File: config.mk
export PLATFORM = sky130hd
export DESIGN_NAME = joint_pid_impedance_controller
export DESIGN_NICKNAME = d
export VERILOG_FILES = /design/src/sv/jpic_pkg.sv /design/src/sv/jpic_regs.sv /design/src/sv/jpic_ctrl.sv /design/src/sv/jpic_dp.sv /design/src/sv/joint_pid_impedance_controller.sv
export SDC_FILE = /design/constraint.sdc
export NUM_CORES = 2
export LEC_CHECK = 0
export ABC_AREA = 1
export BUFFER_PORTS_ARGS = -buffer_cell sky130_fd_sc_hd__buf_4
export CAP_MARGIN = 40
export CORE_AREA = 2 2 503 255
export CTS_BUF_LIST = sky130_fd_sc_hd__clkbuf_8
export CTS_CLUSTER_DIAMETER = 40
export CTS_CLUSTER_SIZE = 10
export DETAILED_ROUTE_END_ITERATION = 16
export DIE_AREA = 0 0 505 257
export GPL_TIMING_DRIVEN = 1
export PLACE_DENSITY = 0.63
export REMOVE_ABC_BUFFERS = 1
export SLEW_MARGIN = 20
export SYNTH_ARGS = -nofsm -noshare
export SYNTH_HDL_FRONTEND = slang
export SYNTH_SLANG_ARGS = --single-unit
File: constraint.sdc
create_clock -name i_clk -period 10.7 [get_ports i_clk]
set_input_delay 3.21 -clock i_clk [delete_from_list [all_inputs] [get_ports i_clk]]
set_output_delay 3.21 -clock i_clk [all_outputs]
set_load 0.1 [all_outputs]
File: src/sv/jpic_pkg.sv
// jpic_pkg: shared types and constants of the joint pid / impedance controller
// register map, mode codes, multiplier operand codes, controller-to-datapath command
// no dependencies
package jpic_pkg;

    // configuration bus
    localparam int APB_AW = 5;
    localparam int APB_DW = 32;

    // register indexes (byte address is 4 * index)
    localparam logic [2:0] REG_MODE            = 3'd0;
    localparam logic [2:0] REG_GAIN_P          = 3'd1;
    localparam logic [2:0] REG_GAIN_I_DT       = 3'd2;
    localparam logic [2:0] REG_GAIN_D_OVER_DT  = 3'd3;
    localparam logic [2:0] REG_FILTER_ALPHA    = 3'd4;
    localparam logic [2:0] REG_TORQUE_LIMIT    = 3'd5;
    localparam logic [2:0] REG_GAIN_FF_GRAVITY = 3'd6;
    localparam logic [2:0] REG_GAIN_FF_DAMPING = 3'd7;

    // control modes
    localparam logic [1:0] MODE_OFF = 2'd0;
    localparam logic [1:0] MODE_PID = 2'd1;
    localparam logic [1:0] MODE_IMP = 2'd2;

    // reset values
    localparam logic [16:0] ALPHA_ONE       = 17'd65536;
    localparam logic [14:0] TORQUE_LIM_RST  = 15'd32767;

    // fixed point constants
    localparam int unsigned   TWO_PI_Q11  = 12868;
    localparam longint unsigned HALF_PI_Q28 = 64'd421657428;
    localparam longint unsigned ONE_Q28     = 64'd268435456;

    // datapath widths
    localparam int MUL_AW = 33;
    localparam int MUL_BW = 18;
    localparam int MUL_PW = MUL_AW + MUL_BW;
    localparam int ACC_W  = 56;

    typedef struct packed {
        logic [1:0]  mode;
        logic [15:0] gain_p;
        logic [15:0] gain_i_dt;
        logic [15:0] gain_d_over_dt;
        logic [16:0] filter_alpha;
        logic [14:0] torque_limit;
        logic [15:0] gain_ff_gravity;
        logic [15:0] gain_ff_damping;
    } t_cfg;

    // operand pairs of the shared multiplier
    typedef enum logic [3:0] {
        OP_POS_KEEP,
        OP_POS_NEW,
        OP_VEL_KEEP,
        OP_VEL_NEW,
        OP_P_ERR,
        OP_I_SUM,
        OP_D_DIFF,
        OP_D_VEL,
        OP_FF_REF,
        OP_FF_RATE,
        OP_G_SINE
    } t_opsel;

    typedef struct packed {
        logic   capture;
        t_opsel opsel;
        logic   acc_load;
        logic   acc_add;
        logic   shift3;
        logic   pos_wr;
        logic   d_zero;
        logic   vel_wr;
        logic   sum_wr;
        logic   out_wr;
        logic   out_zero;
    } t_dp_cmd;

endpackage

File: src/sv/jpic_regs.sv
// jpic_regs: apb-style configuration registers of the controller
// depends on jpic_pkg for the register map and the t_cfg struct
module jpic_regs (
    input  logic                       i_clk,
    input  logic                       i_rst_n,
    input  logic                       psel,
    input  logic                       penable,
    input  logic                       pwrite,
    input  logic [jpic_pkg::APB_AW-1:0] paddr,
    input  logic [jpic_pkg::APB_DW-1:0] pwdata,
    output logic [jpic_pkg::APB_DW-1:0] prdata,
    output logic                       pready,
    output jpic_pkg::t_cfg             o_cfg
);

    jpic_pkg::t_cfg r_cfg;
    logic [2:0]     w_idx;
    logic           w_wr;

    assign pready = 1'b1;
    assign w_idx  = paddr[4:2];
    assign w_wr   = psel && penable && pwrite && pready;

    // register write, masked to field width
    always_ff @(posedge i_clk) begin
        if (!i_rst_n) begin
            r_cfg.mode            <= jpic_pkg::MODE_OFF;
            r_cfg.gain_p          <= '0;
            r_cfg.gain_i_dt       <= '0;
            r_cfg.gain_d_over_dt  <= '0;
            r_cfg.filter_alpha    <= jpic_pkg::ALPHA_ONE;
            r_cfg.torque_limit    <= jpic_pkg::TORQUE_LIM_RST;
            r_cfg.gain_ff_gravity <= '0;
            r_cfg.gain_ff_damping <= '0;
        end else if (w_wr) begin
            unique case (w_idx)
                jpic_pkg::REG_MODE:            r_cfg.mode            <= pwdata[1:0];
                jpic_pkg::REG_GAIN_P:          r_cfg.gain_p          <= pwdata[15:0];
                jpic_pkg::REG_GAIN_I_DT:       r_cfg.gain_i_dt       <= pwdata[15:0];
                jpic_pkg::REG_GAIN_D_OVER_DT:  r_cfg.gain_d_over_dt  <= pwdata[15:0];
                jpic_pkg::REG_FILTER_ALPHA:    r_cfg.filter_alpha    <= pwdata[16:0];
                jpic_pkg::REG_TORQUE_LIMIT:    r_cfg.torque_limit    <= pwdata[14:0];
                jpic_pkg::REG_GAIN_FF_GRAVITY: r_cfg.gain_ff_gravity <= pwdata[15:0];
                jpic_pkg::REG_GAIN_FF_DAMPING: r_cfg.gain_ff_damping <= pwdata[15:0];
            endcase
        end
    end

    // read mux
    always_comb begin
        unique case (w_idx)
            jpic_pkg::REG_MODE:            prdata = 32'(r_cfg.mode);
            jpic_pkg::REG_GAIN_P:          prdata = 32'(r_cfg.gain_p);
            jpic_pkg::REG_GAIN_I_DT:       prdata = 32'(r_cfg.gain_i_dt);
            jpic_pkg::REG_GAIN_D_OVER_DT:  prdata = 32'(r_cfg.gain_d_over_dt);
            jpic_pkg::REG_FILTER_ALPHA:    prdata = 32'(r_cfg.filter_alpha);
            jpic_pkg::REG_TORQUE_LIMIT:    prdata = 32'(r_cfg.torque_limit);
            jpic_pkg::REG_GAIN_FF_GRAVITY: prdata = 32'(r_cfg.gain_ff_gravity);
            jpic_pkg::REG_GAIN_FF_DAMPING: prdata = 32'(r_cfg.gain_ff_damping);
        endcase
    end

    assign o_cfg = r_cfg;

endmodule

File: src/sv/jpic_ctrl.sv
// jpic_ctrl: sequencer of the controller, steps the shared multiplier schedule
// depends on jpic_pkg for mode codes and the t_dp_cmd command struct
module jpic_ctrl (
    input  logic              i_clk,
    input  logic              i_rst_n,
    input  logic [1:0]        i_mode,
    input  logic              i_valid,
    output logic              o_ready,
    output logic              o_valid,
    input  logic              i_ready,
    output jpic_pkg::t_dp_cmd o_cmd
);

    localparam logic [3:0] ST_IDLE = 4'd0;
    localparam logic [3:0] ST_PF_A = 4'd1;
    localparam logic [3:0] ST_PF_B = 4'd2;
    localparam logic [3:0] ST_PF_C = 4'd3;
    localparam logic [3:0] ST_VF_A = 4'd4;
    localparam logic [3:0] ST_VF_B = 4'd5;
    localparam logic [3:0] ST_VF_C = 4'd6;
    localparam logic [3:0] ST_T0   = 4'd7;
    localparam logic [3:0] ST_T1   = 4'd8;
    localparam logic [3:0] ST_T2   = 4'd9;
    localparam logic [3:0] ST_T3   = 4'd10;
    localparam logic [3:0] ST_T4   = 4'd11;
    localparam logic [3:0] ST_FIN  = 4'd12;

    logic [3:0] r_state, n_state;
    logic [1:0] r_step, n_step;
    logic       r_out_valid, n_out_valid;
    logic       w_pid, w_imp, w_slot_free;

    assign w_pid       = (i_mode == jpic_pkg::MODE_PID);
    assign w_imp       = (i_mode == jpic_pkg::MODE_IMP);
    assign w_slot_free = !r_out_valid || i_ready;
    assign o_ready     = (r_state == ST_IDLE);
    assign o_valid     = r_out_valid;

    // next state and command decode
    always_comb begin
        n_state       = r_state;
        o_cmd         = '0;
        o_cmd.opsel   = jpic_pkg::OP_POS_KEEP;
        unique case (r_state)
            ST_IDLE: begin
                if (i_valid) begin
                    o_cmd.capture = 1'b1;
                    n_state = (w_pid || w_imp) ? ST_PF_A : ST_FIN;
                end
            end
            ST_PF_A: begin
                o_cmd.opsel = jpic_pkg::OP_POS_KEEP;
                n_state = ST_PF_B;
            end
            ST_PF_B: begin
                o_cmd.opsel    = jpic_pkg::OP_POS_NEW;
                o_cmd.acc_load = 1'b1;
                n_state = ST_PF_C;
            end
            ST_PF_C: begin
                o_cmd.pos_wr = 1'b1;
                o_cmd.d_zero = (r_step == 2'd1);
                n_state = w_imp ? ST_VF_A : ST_T0;
            end
            ST_VF_A: begin
                o_cmd.opsel = jpic_pkg::OP_VEL_KEEP;
                n_state = ST_VF_B;
            end
            ST_VF_B: begin
                o_cmd.opsel    = jpic_pkg::OP_VEL_NEW;
                o_cmd.acc_load = 1'b1;
                n_state = ST_VF_C;
            end
            ST_VF_C: begin
                o_cmd.vel_wr = 1'b1;
                n_state = ST_T0;
            end
            ST_T0: begin
                o_cmd.opsel  = jpic_pkg::OP_P_ERR;
                o_cmd.sum_wr = w_pid;
                n_state = ST_T1;
            end
            ST_T1: begin
                o_cmd.opsel    = w_pid ? jpic_pkg::OP_I_SUM : jpic_pkg::OP_D_VEL;
                o_cmd.acc_load = 1'b1;
                o_cmd.shift3   = 1'b1;
                n_state = ST_T2;
            end
            ST_T2: begin
                o_cmd.opsel   = w_pid ? jpic_pkg::OP_D_DIFF : jpic_pkg::OP_FF_RATE;
                o_cmd.acc_add = 1'b1;
                o_cmd.shift3  = 1'b1;
                n_state = ST_T3;
            end
            ST_T3: begin
                o_cmd.opsel   = w_pid ? jpic_pkg::OP_FF_REF : jpic_pkg::OP_G_SINE;
                o_cmd.acc_add = 1'b1;
                o_cmd.shift3  = 1'b1;
                n_state = ST_T4;
            end
            ST_T4: begin
                // gravity term is already q.22, reference term is not
                o_cmd.acc_add = 1'b1;
                o_cmd.shift3  = w_pid;
                n_state = ST_FIN;
            end
            ST_FIN: begin
                if (w_slot_free) begin
                    o_cmd.out_wr   = 1'b1;
                    o_cmd.out_zero = !(w_pid || w_imp);
                    n_state = ST_IDLE;
                end
            end
            default: n_state = ST_IDLE;
        endcase
    end

    // step count and output word flag
    always_comb begin
        n_step      = r_step;
        n_out_valid = r_out_valid;
        if (o_cmd.out_wr) begin
            n_out_valid = 1'b1;
            if (r_step != 2'd3) begin
                n_step = r_step + 2'd1;
            end
        end else if (i_ready) begin
            n_out_valid = 1'b0;
        end
    end

    always_ff @(posedge i_clk) begin
        if (!i_rst_n) begin
            r_state     <= ST_IDLE;
            r_step      <= 2'd0;
            r_out_valid <= 1'b0;
        end else begin
            r_state     <= n_state;
            r_step      <= n_step;
            r_out_valid <= n_out_valid;
        end
    end

    // a held output word is never overwritten
    a_no_overwrite: assert property (@(posedge i_clk) disable iff (!i_rst_n)
        (o_valid && !i_ready) |=> !($past(o_cmd.out_wr)))
        else $error("output word overwritten while stalled");

    // step count saturates at three
    a_step_sat: assert property (@(posedge i_clk) disable iff (!i_rst_n)
        (r_step == 2'd3) |=> (r_step == 2'd3))
        else $error("step count left saturation");

    // an off-mode word goes straight to the finish step
    a_off_fast: assert property (@(posedge i_clk) disable iff (!i_rst_n)
        (i_valid && o_ready && !w_pid && !w_imp) |=> (r_state == ST_FIN))
        else $error("off-mode word took the long path");

    // the error filter write is followed by the velocity filter or the term sequence
    a_after_pf: assert property (@(posedge i_clk) disable iff (!i_rst_n)
        o_cmd.pos_wr |=> (r_state == ST_VF_A || r_state == ST_T0))
        else $error("bad step after error filter");

endmodule

File: src/sv/jpic_dp.sv
// jpic_dp: datapath with the shared multiplier, accumulator, filter state and sine lookup
// depends on jpic_pkg for constants, t_cfg and t_dp_cmd
module jpic_dp #(
    parameter int SINE_TABLE_DEPTH = 256
) (
    input  logic                i_clk,
    input  logic                i_rst_n,
    input  jpic_pkg::t_cfg      i_cfg,
    input  jpic_pkg::t_dp_cmd   i_cmd,
    input  logic signed [15:0]  i_angle,
    input  logic signed [15:0]  i_angle_ref,
    input  logic signed [15:0]  i_rate,
    input  logic signed [15:0]  i_rate_ref,
    output logic signed [15:0]  o_torque,
    output logic signed [15:0]  o_filtered_error,
    output logic                o_clamped
);

    localparam int IdxW = $clog2(SINE_TABLE_DEPTH);
    localparam int QW   = IdxW + 1;
    localparam int XW   = 14 + IdxW + 1;
    localparam int RW   = XW + 19;
    localparam logic [18:0] Recip =
        19'((64'd1 << 32) / 64'(jpic_pkg::TWO_PI_Q11));
    localparam logic [16:0] TwoPi  = 17'(jpic_pkg::TWO_PI_Q11);
    localparam logic [16:0] TwoPi2 = 17'(2 * jpic_pkg::TWO_PI_Q11);
    localparam logic [16:0] TwoPi4 = 17'(4 * jpic_pkg::TWO_PI_Q11);
    localparam logic [16:0] WrapOfs = 17'(3 * jpic_pkg::TWO_PI_Q11);

    // sine entry in q1.14, folded to a quarter turn, ninth order series in q28
    function automatic logic signed [15:0] sine_entry(input int unsigned k);
        longint unsigned f;
        longint unsigned mag;
        longint unsigned m2;
        longint unsigned t;
        longint unsigned s;
        logic            neg;
        f   = (64'(k) << 30) / 64'(SINE_TABLE_DEPTH);
        neg = 1'b0;
        if (f >= (64'd3 << 28)) begin
            mag = (64'd1 << 30) - f;
            neg = 1'b1;
        end else if (f > (64'd1 << 28)) begin
            if (f <= (64'd1 << 29)) begin
                mag = (64'd1 << 29) - f;
            end else begin
                mag = f - (64'd1 << 29);
            end
            neg = (f > (64'd1 << 29));
        end else begin
            mag = f;
        end
        mag = (mag * jpic_pkg::HALF_PI_Q28) >> 28;
        m2  = (mag * mag) >> 28;
        t   = jpic_pkg::ONE_Q28 - m2 / 64'd72;
        t   = jpic_pkg::ONE_Q28 - ((m2 * t) >> 28) / 64'd42;
        t   = jpic_pkg::ONE_Q28 - ((m2 * t) >> 28) / 64'd20;
        t   = jpic_pkg::ONE_Q28 - ((m2 * t) >> 28) / 64'd6;
        s   = (mag * t) >> 28;
        s   = (s + 64'd8192) >> 14;
        return neg ? -16'(s) : 16'(s);
    endfunction

    // captured word
    logic signed [15:0] r_angle, r_angle_ref, r_rate, r_rate_ref;

    // controller state
    logic signed [15:0] r_pos_err, r_vel_err;
    logic signed [31:0] r_err_sum;
    logic signed [16:0] r_d;

    // multiplier and accumulator
    logic signed [jpic_pkg::MUL_AW-1:0] w_mul_a;
    logic signed [jpic_pkg::MUL_BW-1:0] w_mul_b;
    logic signed [jpic_pkg::MUL_PW-1:0] w_mul_p, r_prod;
    logic signed [jpic_pkg::ACC_W-1:0]  r_acc, w_prodv;

    // output word
    logic signed [15:0] r_torque, r_out_err;
    logic               r_clamped;

    // sine lookup pipeline
    logic signed [15:0] w_sine_rom [SINE_TABLE_DEPTH];
    logic [16:0]        w_ofs, w_red1, w_red2, w_red3;
    logic [13:0]        r_ang_red;
    logic [XW-1:0]      r_x, r_x2, w_rem;
    logic [RW-1:0]      w_qp;
    logic [QW-1:0]      r_q;
    logic [IdxW-1:0]    r_idx;
    logic signed [15:0] r_sine;

    // filter weights, alpha above one acts as one
    logic [16:0] w_alpha, w_keep;
    logic signed [16:0] w_pdiff, w_vdiff;

    assign w_alpha = (i_cfg.filter_alpha > jpic_pkg::ALPHA_ONE) ? jpic_pkg::ALPHA_ONE
                                                                : i_cfg.filter_alpha;
    assign w_keep  = jpic_pkg::ALPHA_ONE - w_alpha;
    assign w_pdiff = 17'(r_angle_ref) - 17'(r_angle);
    assign w_vdiff = 17'(r_rate_ref) - 17'(r_rate);

    // operand select for the shared multiplier
    always_comb begin
        unique case (i_cmd.opsel)
            jpic_pkg::OP_POS_KEEP: begin
                w_mul_a = 33'(r_pos_err);
                w_mul_b = 18'($signed({1'b0, w_keep}));
            end
            jpic_pkg::OP_POS_NEW: begin
                w_mul_a = 33'(w_pdiff);
                w_mul_b = 18'($signed({1'b0, w_alpha}));
            end
            jpic_pkg::OP_VEL_KEEP: begin
                w_mul_a = 33'(r_vel_err);
                w_mul_b = 18'($signed({1'b0, w_keep}));
            end
            jpic_pkg::OP_VEL_NEW: begin
                w_mul_a = 33'(w_vdiff);
                w_mul_b = 18'($signed({1'b0, w_alpha}));
            end
            jpic_pkg::OP_P_ERR: begin
                w_mul_a = 33'(r_pos_err);
                w_mul_b = 18'($signed({1'b0, i_cfg.gain_p}));
            end
            jpic_pkg::OP_I_SUM: begin
                w_mul_a = 33'(r_err_sum);
                w_mul_b = 18'($signed({1'b0, i_cfg.gain_i_dt}));
            end
            jpic_pkg::OP_D_DIFF: begin
                w_mul_a = 33'(r_d);
                w_mul_b = 18'($signed({1'b0, i_cfg.gain_d_over_dt}));
            end
            jpic_pkg::OP_D_VEL: begin
                w_mul_a = 33'(r_vel_err);
                w_mul_b = 18'($signed({1'b0, i_cfg.gain_d_over_dt}));
            end
            jpic_pkg::OP_FF_REF: begin
                w_mul_a = 33'(r_angle_ref);
                w_mul_b = 18'($signed({1'b0, i_cfg.gain_ff_gravity}));
            end
            jpic_pkg::OP_FF_RATE: begin
                w_mul_a = 33'(r_rate);
                w_mul_b = 18'($signed({1'b0, i_cfg.gain_ff_damping}));
            end
            jpic_pkg::OP_G_SINE: begin
                w_mul_a = 33'(r_sine);
                w_mul_b = 18'($signed({1'b0, i_cfg.gain_ff_gravity}));
            end
            default: begin
                w_mul_a = '0;
                w_mul_b = '0;
            end
        endcase
    end

    assign w_mul_p = w_mul_a * w_mul_b;
    assign w_prodv = i_cmd.shift3 ? (jpic_pkg::ACC_W'(r_prod) <<< 3)
                                  : jpic_pkg::ACC_W'(r_prod);

    // filter result: round to q4.11 and saturate
    logic signed [jpic_pkg::ACC_W-1:0] w_fsum, w_fsh;
    logic signed [15:0]                w_filt;
    logic signed [16:0]                w_dnew;

    assign w_fsum = r_acc + w_prodv;
    assign w_fsh  = (w_fsum + jpic_pkg::ACC_W'(32768)) >>> 16;

    always_comb begin
        if (w_fsh > jpic_pkg::ACC_W'(32767)) begin
            w_filt = 16'sh7FFF;
        end else if (w_fsh < -jpic_pkg::ACC_W'(32768)) begin
            w_filt = -16'sh8000;
        end else begin
            w_filt = 16'(w_fsh);
        end
    end

    assign w_dnew = i_cmd.d_zero ? 17'sd0 : (17'(w_filt) - 17'(r_pos_err));

    // saturating error sum
    logic signed [32:0] w_sum33;
    logic signed [31:0] w_sum_sat;

    assign w_sum33 = 33'(r_err_sum) + 33'(r_pos_err);
    always_comb begin
        if (w_sum33[32] != w_sum33[31]) begin
            w_sum_sat = w_sum33[32] ? 32'sh8000_0000 : 32'sh7FFF_FFFF;
        end else begin
            w_sum_sat = w_sum33[31:0];
        end
    end

    // torque rounding to q7.8 and clamp
    logic signed [jpic_pkg::ACC_W-1:0] w_raw, w_lim;
    logic signed [15:0]                w_tq;
    logic                              w_tq_clamped;

    assign w_raw = (r_acc + jpic_pkg::ACC_W'(8192)) >>> 14;
    assign w_lim = jpic_pkg::ACC_W'($signed({1'b0, i_cfg.torque_limit}));

    always_comb begin
        if (w_raw > w_lim) begin
            w_tq         = 16'(w_lim);
            w_tq_clamped = 1'b1;
        end else if (w_raw < -w_lim) begin
            w_tq         = 16'(-w_lim);
            w_tq_clamped = 1'b1;
        end else begin
            w_tq         = 16'(w_raw);
            w_tq_clamped = 1'b0;
        end
    end

    // filter and integrator state
    always_ff @(posedge i_clk) begin
        if (!i_rst_n) begin
            r_pos_err <= '0;
            r_vel_err <= '0;
            r_err_sum <= '0;
        end else begin
            if (i_cmd.pos_wr) begin
                r_pos_err <= w_filt;
            end
            if (i_cmd.vel_wr) begin
                r_vel_err <= w_filt;
            end
            if (i_cmd.sum_wr) begin
                r_err_sum <= w_sum_sat;
            end
        end
    end

    // word capture, product, accumulator and output word
    always_ff @(posedge i_clk) begin
        if (i_cmd.capture) begin
            r_angle     <= i_angle;
            r_angle_ref <= i_angle_ref;
            r_rate      <= i_rate;
            r_rate_ref  <= i_rate_ref;
        end
        if (i_cmd.pos_wr) begin
            r_d <= w_dnew;
        end
        r_prod <= w_mul_p;
        if (i_cmd.acc_load) begin
            r_acc <= w_prodv;
        end else if (i_cmd.acc_add) begin
            r_acc <= w_fsum;
        end
        if (i_cmd.out_wr) begin
            r_torque  <= i_cmd.out_zero ? 16'sd0 : w_tq;
            r_clamped <= i_cmd.out_zero ? 1'b0 : w_tq_clamped;
            r_out_err <= r_pos_err;
        end
    end

    // sine table, one constant entry per index
    for (genvar k = 0; k < SINE_TABLE_DEPTH; k++) begin : g_rom
        assign w_sine_rom[k] = sine_entry(32'(k));
    end

    // angle reduced modulo two pi into [0, two pi)
    assign w_ofs  = 17'({r_angle[15], r_angle}) + WrapOfs;
    assign w_red1 = (w_ofs  >= TwoPi4) ? (w_ofs  - TwoPi4) : w_ofs;
    assign w_red2 = (w_red1 >= TwoPi2) ? (w_red1 - TwoPi2) : w_red1;
    assign w_red3 = (w_red2 >= TwoPi)  ? (w_red2 - TwoPi)  : w_red2;

    // index = floor(reduced * depth / two pi) by reciprocal and one correction
    assign w_qp  = RW'(r_x) * RW'(Recip);
    assign w_rem = r_x2 - XW'(XW'(r_q) * XW'(jpic_pkg::TWO_PI_Q11));

    always_ff @(posedge i_clk) begin
        r_ang_red <= w_red3[13:0];
        r_x       <= XW'(r_ang_red) * XW'(SINE_TABLE_DEPTH);
        r_x2      <= r_x;
        r_q       <= QW'(w_qp >> 32);
        r_idx     <= (w_rem >= XW'(jpic_pkg::TWO_PI_Q11)) ? IdxW'(r_q + QW'(1))
                                                          : IdxW'(r_q);
        r_sine    <= w_sine_rom[r_idx];
    end

    assign o_torque         = r_torque;
    assign o_filtered_error = r_out_err;
    assign o_clamped        = r_clamped;

endmodule

File: src/sv/joint_pid_impedance_controller.sv
// Joint PID / impedance controller: one torque command per control tick, with a
// low-pass error filter, saturating integrator and sine-table gravity feedforward.
// A PID word runs the error filter and then the torque terms; an impedance word runs the
// error filter, the velocity filter and then the torque terms; an off-mode word goes
// straight to the finish step. These steps run one after another on the single shared
// 33x18 multiplier that evaluates the filter products and every torque term. The block
// works on one word at a time and takes the next word as soon as the result is in the
// output register, even if that result is still waiting. Gains, filter weight and limit
// are to be written through the APB port only while no word is in flight; the block does
// not enforce this. SINE_TABLE_DEPTH (64 to 4096) sets the gravity sine table size.
// depends on jpic_pkg, jpic_regs, jpic_ctrl, jpic_dp
module joint_pid_impedance_controller #(
    parameter int SINE_TABLE_DEPTH = 256
) (
    input  logic                        i_clk,
    input  logic                        i_rst_n,
    input  logic                        psel,
    input  logic                        penable,
    input  logic                        pwrite,
    input  logic [jpic_pkg::APB_AW-1:0] paddr,
    input  logic [jpic_pkg::APB_DW-1:0] pwdata,
    output logic [jpic_pkg::APB_DW-1:0] prdata,
    output logic                        pready,
    input  logic                        i_valid,
    output logic                        o_ready,
    input  logic signed [15:0]          i_angle,
    input  logic signed [15:0]          i_angle_ref,
    input  logic signed [15:0]          i_rate,
    input  logic signed [15:0]          i_rate_ref,
    output logic                        o_valid,
    input  logic                        i_ready,
    output logic signed [15:0]          o_torque,
    output logic signed [15:0]          o_filtered_error,
    output logic                        o_clamped
);

    jpic_pkg::t_cfg    w_cfg;
    jpic_pkg::t_dp_cmd w_cmd;

    // configuration registers
    jpic_regs u_regs (
        .i_clk   (i_clk),
        .i_rst_n (i_rst_n),
        .psel    (psel),
        .penable (penable),
        .pwrite  (pwrite),
        .paddr   (paddr),
        .pwdata  (pwdata),
        .prdata  (prdata),
        .pready  (pready),
        .o_cfg   (w_cfg)
    );

    // sequencer
    jpic_ctrl u_ctrl (
        .i_clk   (i_clk),
        .i_rst_n (i_rst_n),
        .i_mode  (w_cfg.mode),
        .i_valid (i_valid),
        .o_ready (o_ready),
        .o_valid (o_valid),
        .i_ready (i_ready),
        .o_cmd   (w_cmd)
    );

    // arithmetic
    jpic_dp #(
        .SINE_TABLE_DEPTH (SINE_TABLE_DEPTH)
    ) u_dp (
        .i_clk            (i_clk),
        .i_rst_n          (i_rst_n),
        .i_cfg            (w_cfg),
        .i_cmd            (w_cmd),
        .i_angle          (i_angle),
        .i_angle_ref      (i_angle_ref),
        .i_rate           (i_rate),
        .i_rate_ref       (i_rate_ref),
        .o_torque         (o_torque),
        .o_filtered_error (o_filtered_error),
        .o_clamped        (o_clamped)
    );

endmodule
==> flow_metrics.py <==
metrics = {
    "status": {
        "status": "completed",
    },
    "timing": {
        "fin_crit_ns": 10.15,
        "fmax_ghz": 0.0985,
        "maxSlewViolCount": 0,
        "finalHoldViolCount": 0,
        "setup_viol": 0,
        "whs_ns": 0.329,
        "worst_pin_slew_ns": 0.884,
        "post-route-period-util_pct": 94.8,
        "timing.final.ws_setup_ns": 0.552,
        "finalSetupTns_ns": 0,
        "rsz0062_at_grt": "false",
        "slew_headroom_pct": 40.8,
        "clock_skew_ns": 0.0832,
    },
    "clocking": {
        "clkSlewWorstSetupHoldPaths_ns": 0.07,
        "htreeDepth": 3,
        "clock_latency_ns": 0.82,
        "clock_path_buffers": 3,
        "post_cts_buffers": 0,
        "cts_root_buffer": "clkbuf_8",
        "cts-buffers-inserted": 74,
        "cts_tree": "yes",
        "cts_sinks": 481,
    },
    "routing": {
        "drtAntennaViolNets": 0,
        "routed_wl_um": 221000,
        "drt_iter0_drc": 5843,
        "routed.top_layer": "met5",
        "drc": 0,
        "first_pass_iters": 8,
        "wl_met2_um": 94200,
        "wl_per_cell_um": 21.0,
        "via_per_inst": 5.58,
        "dr_wl_met3_um": 19000,
        "vias": 58800,
        "met1Wirelength_um": 99500,
    },
    "global_route": {
        "grt_max_degree": 81,
        "grt_pass1_wl_um": 339000,
        "first_global_vias": 56600,
        "antenna_found_initial": 11,
        "gr-total-overflow": 0,
        "grt_usage_pct": 33.7,
    },
    "floorplan": {
        "io_pins": 176,
        "start_util_pct": 49.9,
        "core_area_um2": 125000,
        "fp.dieW_um": 505,
        "die-area_um2": 130000,
        "die_h_um": 257,
        "rows": 92,
    },
    "logic_synthesis": {
        "syn_area_per_cell_um2": 7.24,
        "synth_most_common_cell": "nand2_1",
        "yosysTopAreaCell": "fa_1",
        "synth-seq-area-share_pct": 18.1,
        "synth_cells": 8634,
        "yosysTopAreaCellShare_pct": 20.0,
        "yosys-top-cells-count": "1895 x nand2_1, 1639 x inv_1, 773 x nor2_1",
        "synth.area.top_cells": "fa_1 20%, nand2_1 11%, ha_1 11%",
        "ys_seq_elements": 481,
        "ys.flop_type": "dfxtp_1",
        "synthArstFlopShare_pct": 0,
        "ys_warn_count": 0,
        "synth_edf_count": 170,
        "syn-cell-area_um2": 62500,
        "synth_cell_types": 75,
    },
    "placed_design": {
        "portBuffers": 142,
        "place_ws_ns": 0.710,
        "place_inst": 10400,
        "place_congestion": 1.05,
        "dp_hpwl_um": 181000,
    },
    "worst_setup_path": {
        "cpMostUsedCell": "inv_1",
        "slowest_delay_ns": 0.67,
        "crit_path_start_kind": "flop",
        "timing_worst_setup_path_type": "flop to flop",
        "worst-endpoint-required_ns": 11.37,
        "slowest_stage": "nor2_1",
        "cp-end-kind": "flop",
        "critPathMaxFanout": 31,
        "crit_path_start": "u_ctrl.r_state[2]",
        "arrival_ns": 10.82,
        "rr_startpoint": "u_ctrl.r_state[2]",
    },
    "hold_path": {
        "hold_path_class": "flop to flop",
        "hp-start": "u_dp.r_ang_red[3]",
    },
    "finish": {
        "nets": 10100,
        "instances_no_fill": 10600,
        "area_growth_pct": 8.86,
        "drive_above_1_share_pct": 6.65,
    },
    "flow_run": {
        "drv_cap": 0,
    },
}
==> kinds of logic (layout without fill, tap and decap cells) <==
family	count (synthesis)	in the layout	synth area share [%]
AO/OA/AOI/OAI	1452	1452	13.3
XOR/XNOR	232	232	3.25
adder cells (fa/ha/maj)	1178	1178	31.1
buffers and inverters	1930	2140	11.8
flip-flops	481	481	18.1
other	2	17	0.0120
AND/OR/NAND/NOR	3359	3359	22.4
==> metal layers <==
layer | vias to the layer above | global-route usage, %
li1 | 27900 | -
met1 | 28100 | 48.1
met2 | 2374 | 51.1
met3 | 436 | 6.19
met4 | 16 | 11.6
met5 | - | 0
==> registers in the layout (all words and copies together), names as in the netlist, 2 cells and up <==
signal	count
u_ctrl.r_state	4
u_ctrl.r_step	2
u_dp.o_filtered_error	16
u_dp.o_torque	16
u_dp.r_acc	56
u_dp.r_ang_red	14
u_dp.r_angle	16
u_dp.r_angle_ref	16
u_dp.r_d	17
u_dp.r_err_sum	32
u_dp.r_idx	8
u_dp.r_pos_err	16
u_dp.r_prod	51
u_dp.r_q	9
u_dp.r_rate	16
u_dp.r_rate_ref	16
u_dp.r_sine	16
u_dp.r_vel_err	16
u_dp.r_x	14
u_dp.r_x2	14
u_regs.o_cfg	114
==> layout by cell type, fill, tap and decap left out, types with 15 or more instances in the layout <==
cell	count
a22oi_1	21
nor3_1	92
nor2_1	764
o21ai_0	517
or2_2	19
nand4_1	127
a221oi_1	42
o22ai_1	41
dfxtp_1	309
clkinv_1	16
ha_1	554
edfxtp_1	170
nand2_2	36
fa_1	624
conb_1	16
xnor2_1	67
clkbuf_8	83
xor2_1	163
o21bai_1	21
inv_2	19
a211oi_1	24
nand3_1	324
inv_1	1654
buf_4	304
a31oi_1	38
o211ai_1	43
nor4_1	22
nand2_1	1894
o2111ai_1	27
o221ai_1	15
o31ai_1	20
a21oi_1	546
==> worst paths after layout <==
kind	to	slack (ns)	cells after the start
max	u_dp.r_prod[48]	0.55	45
max reg2reg	u_dp.r_prod[48]	0.55	45
min	u_dp.r_x[11]	0.33	0
min reg2reg	u_dp.r_x[11]	0.33	0
==> metrics by stage <==
step | cell area (µm²) | utilization, %
finish | 68000 | 54.3
CTS | 67900 | 54.2
global route | 68000 | 54.3
detailed placement | 66200 | 52.8
global placement | 66000 | 52.7
floorplan | 61400 | -
==> critical path, delay by kind of cell, from the launching register on <==
family	cells	cell delay [ns]
xor gates and xnor gates	1	0.20
DFF	1	0.39
and+or+nand+nor	14	2.53
adders and majority gates	7	3.37
AOI/OAI and AO/OA	10	1.81
buffers and inverters	13	1.67
==> layout make-up <==
class,instances,area (µm²)
Clock inverter,53,543
Tap cell,1692,2120
Fill cell,12700,57200
Timing Repair Buffer,329,2640
Multi-Input combinational cell,6237,44000
Sequential cell,481,11300
Antenna cell,1,2.50
Clock buffer,83,1140
Inverter,1675,6290
==> timing repair <==
item | 4_1_cts | 5_1_grt
gates resized for setup | 0 | 9
endpoints found under the setup margin | 0 | 5
hold buffers | 0 | 0
Power is not shown: default switching activity piles up to over one toggle a cycle in this logic, so the estimate is an artifact.
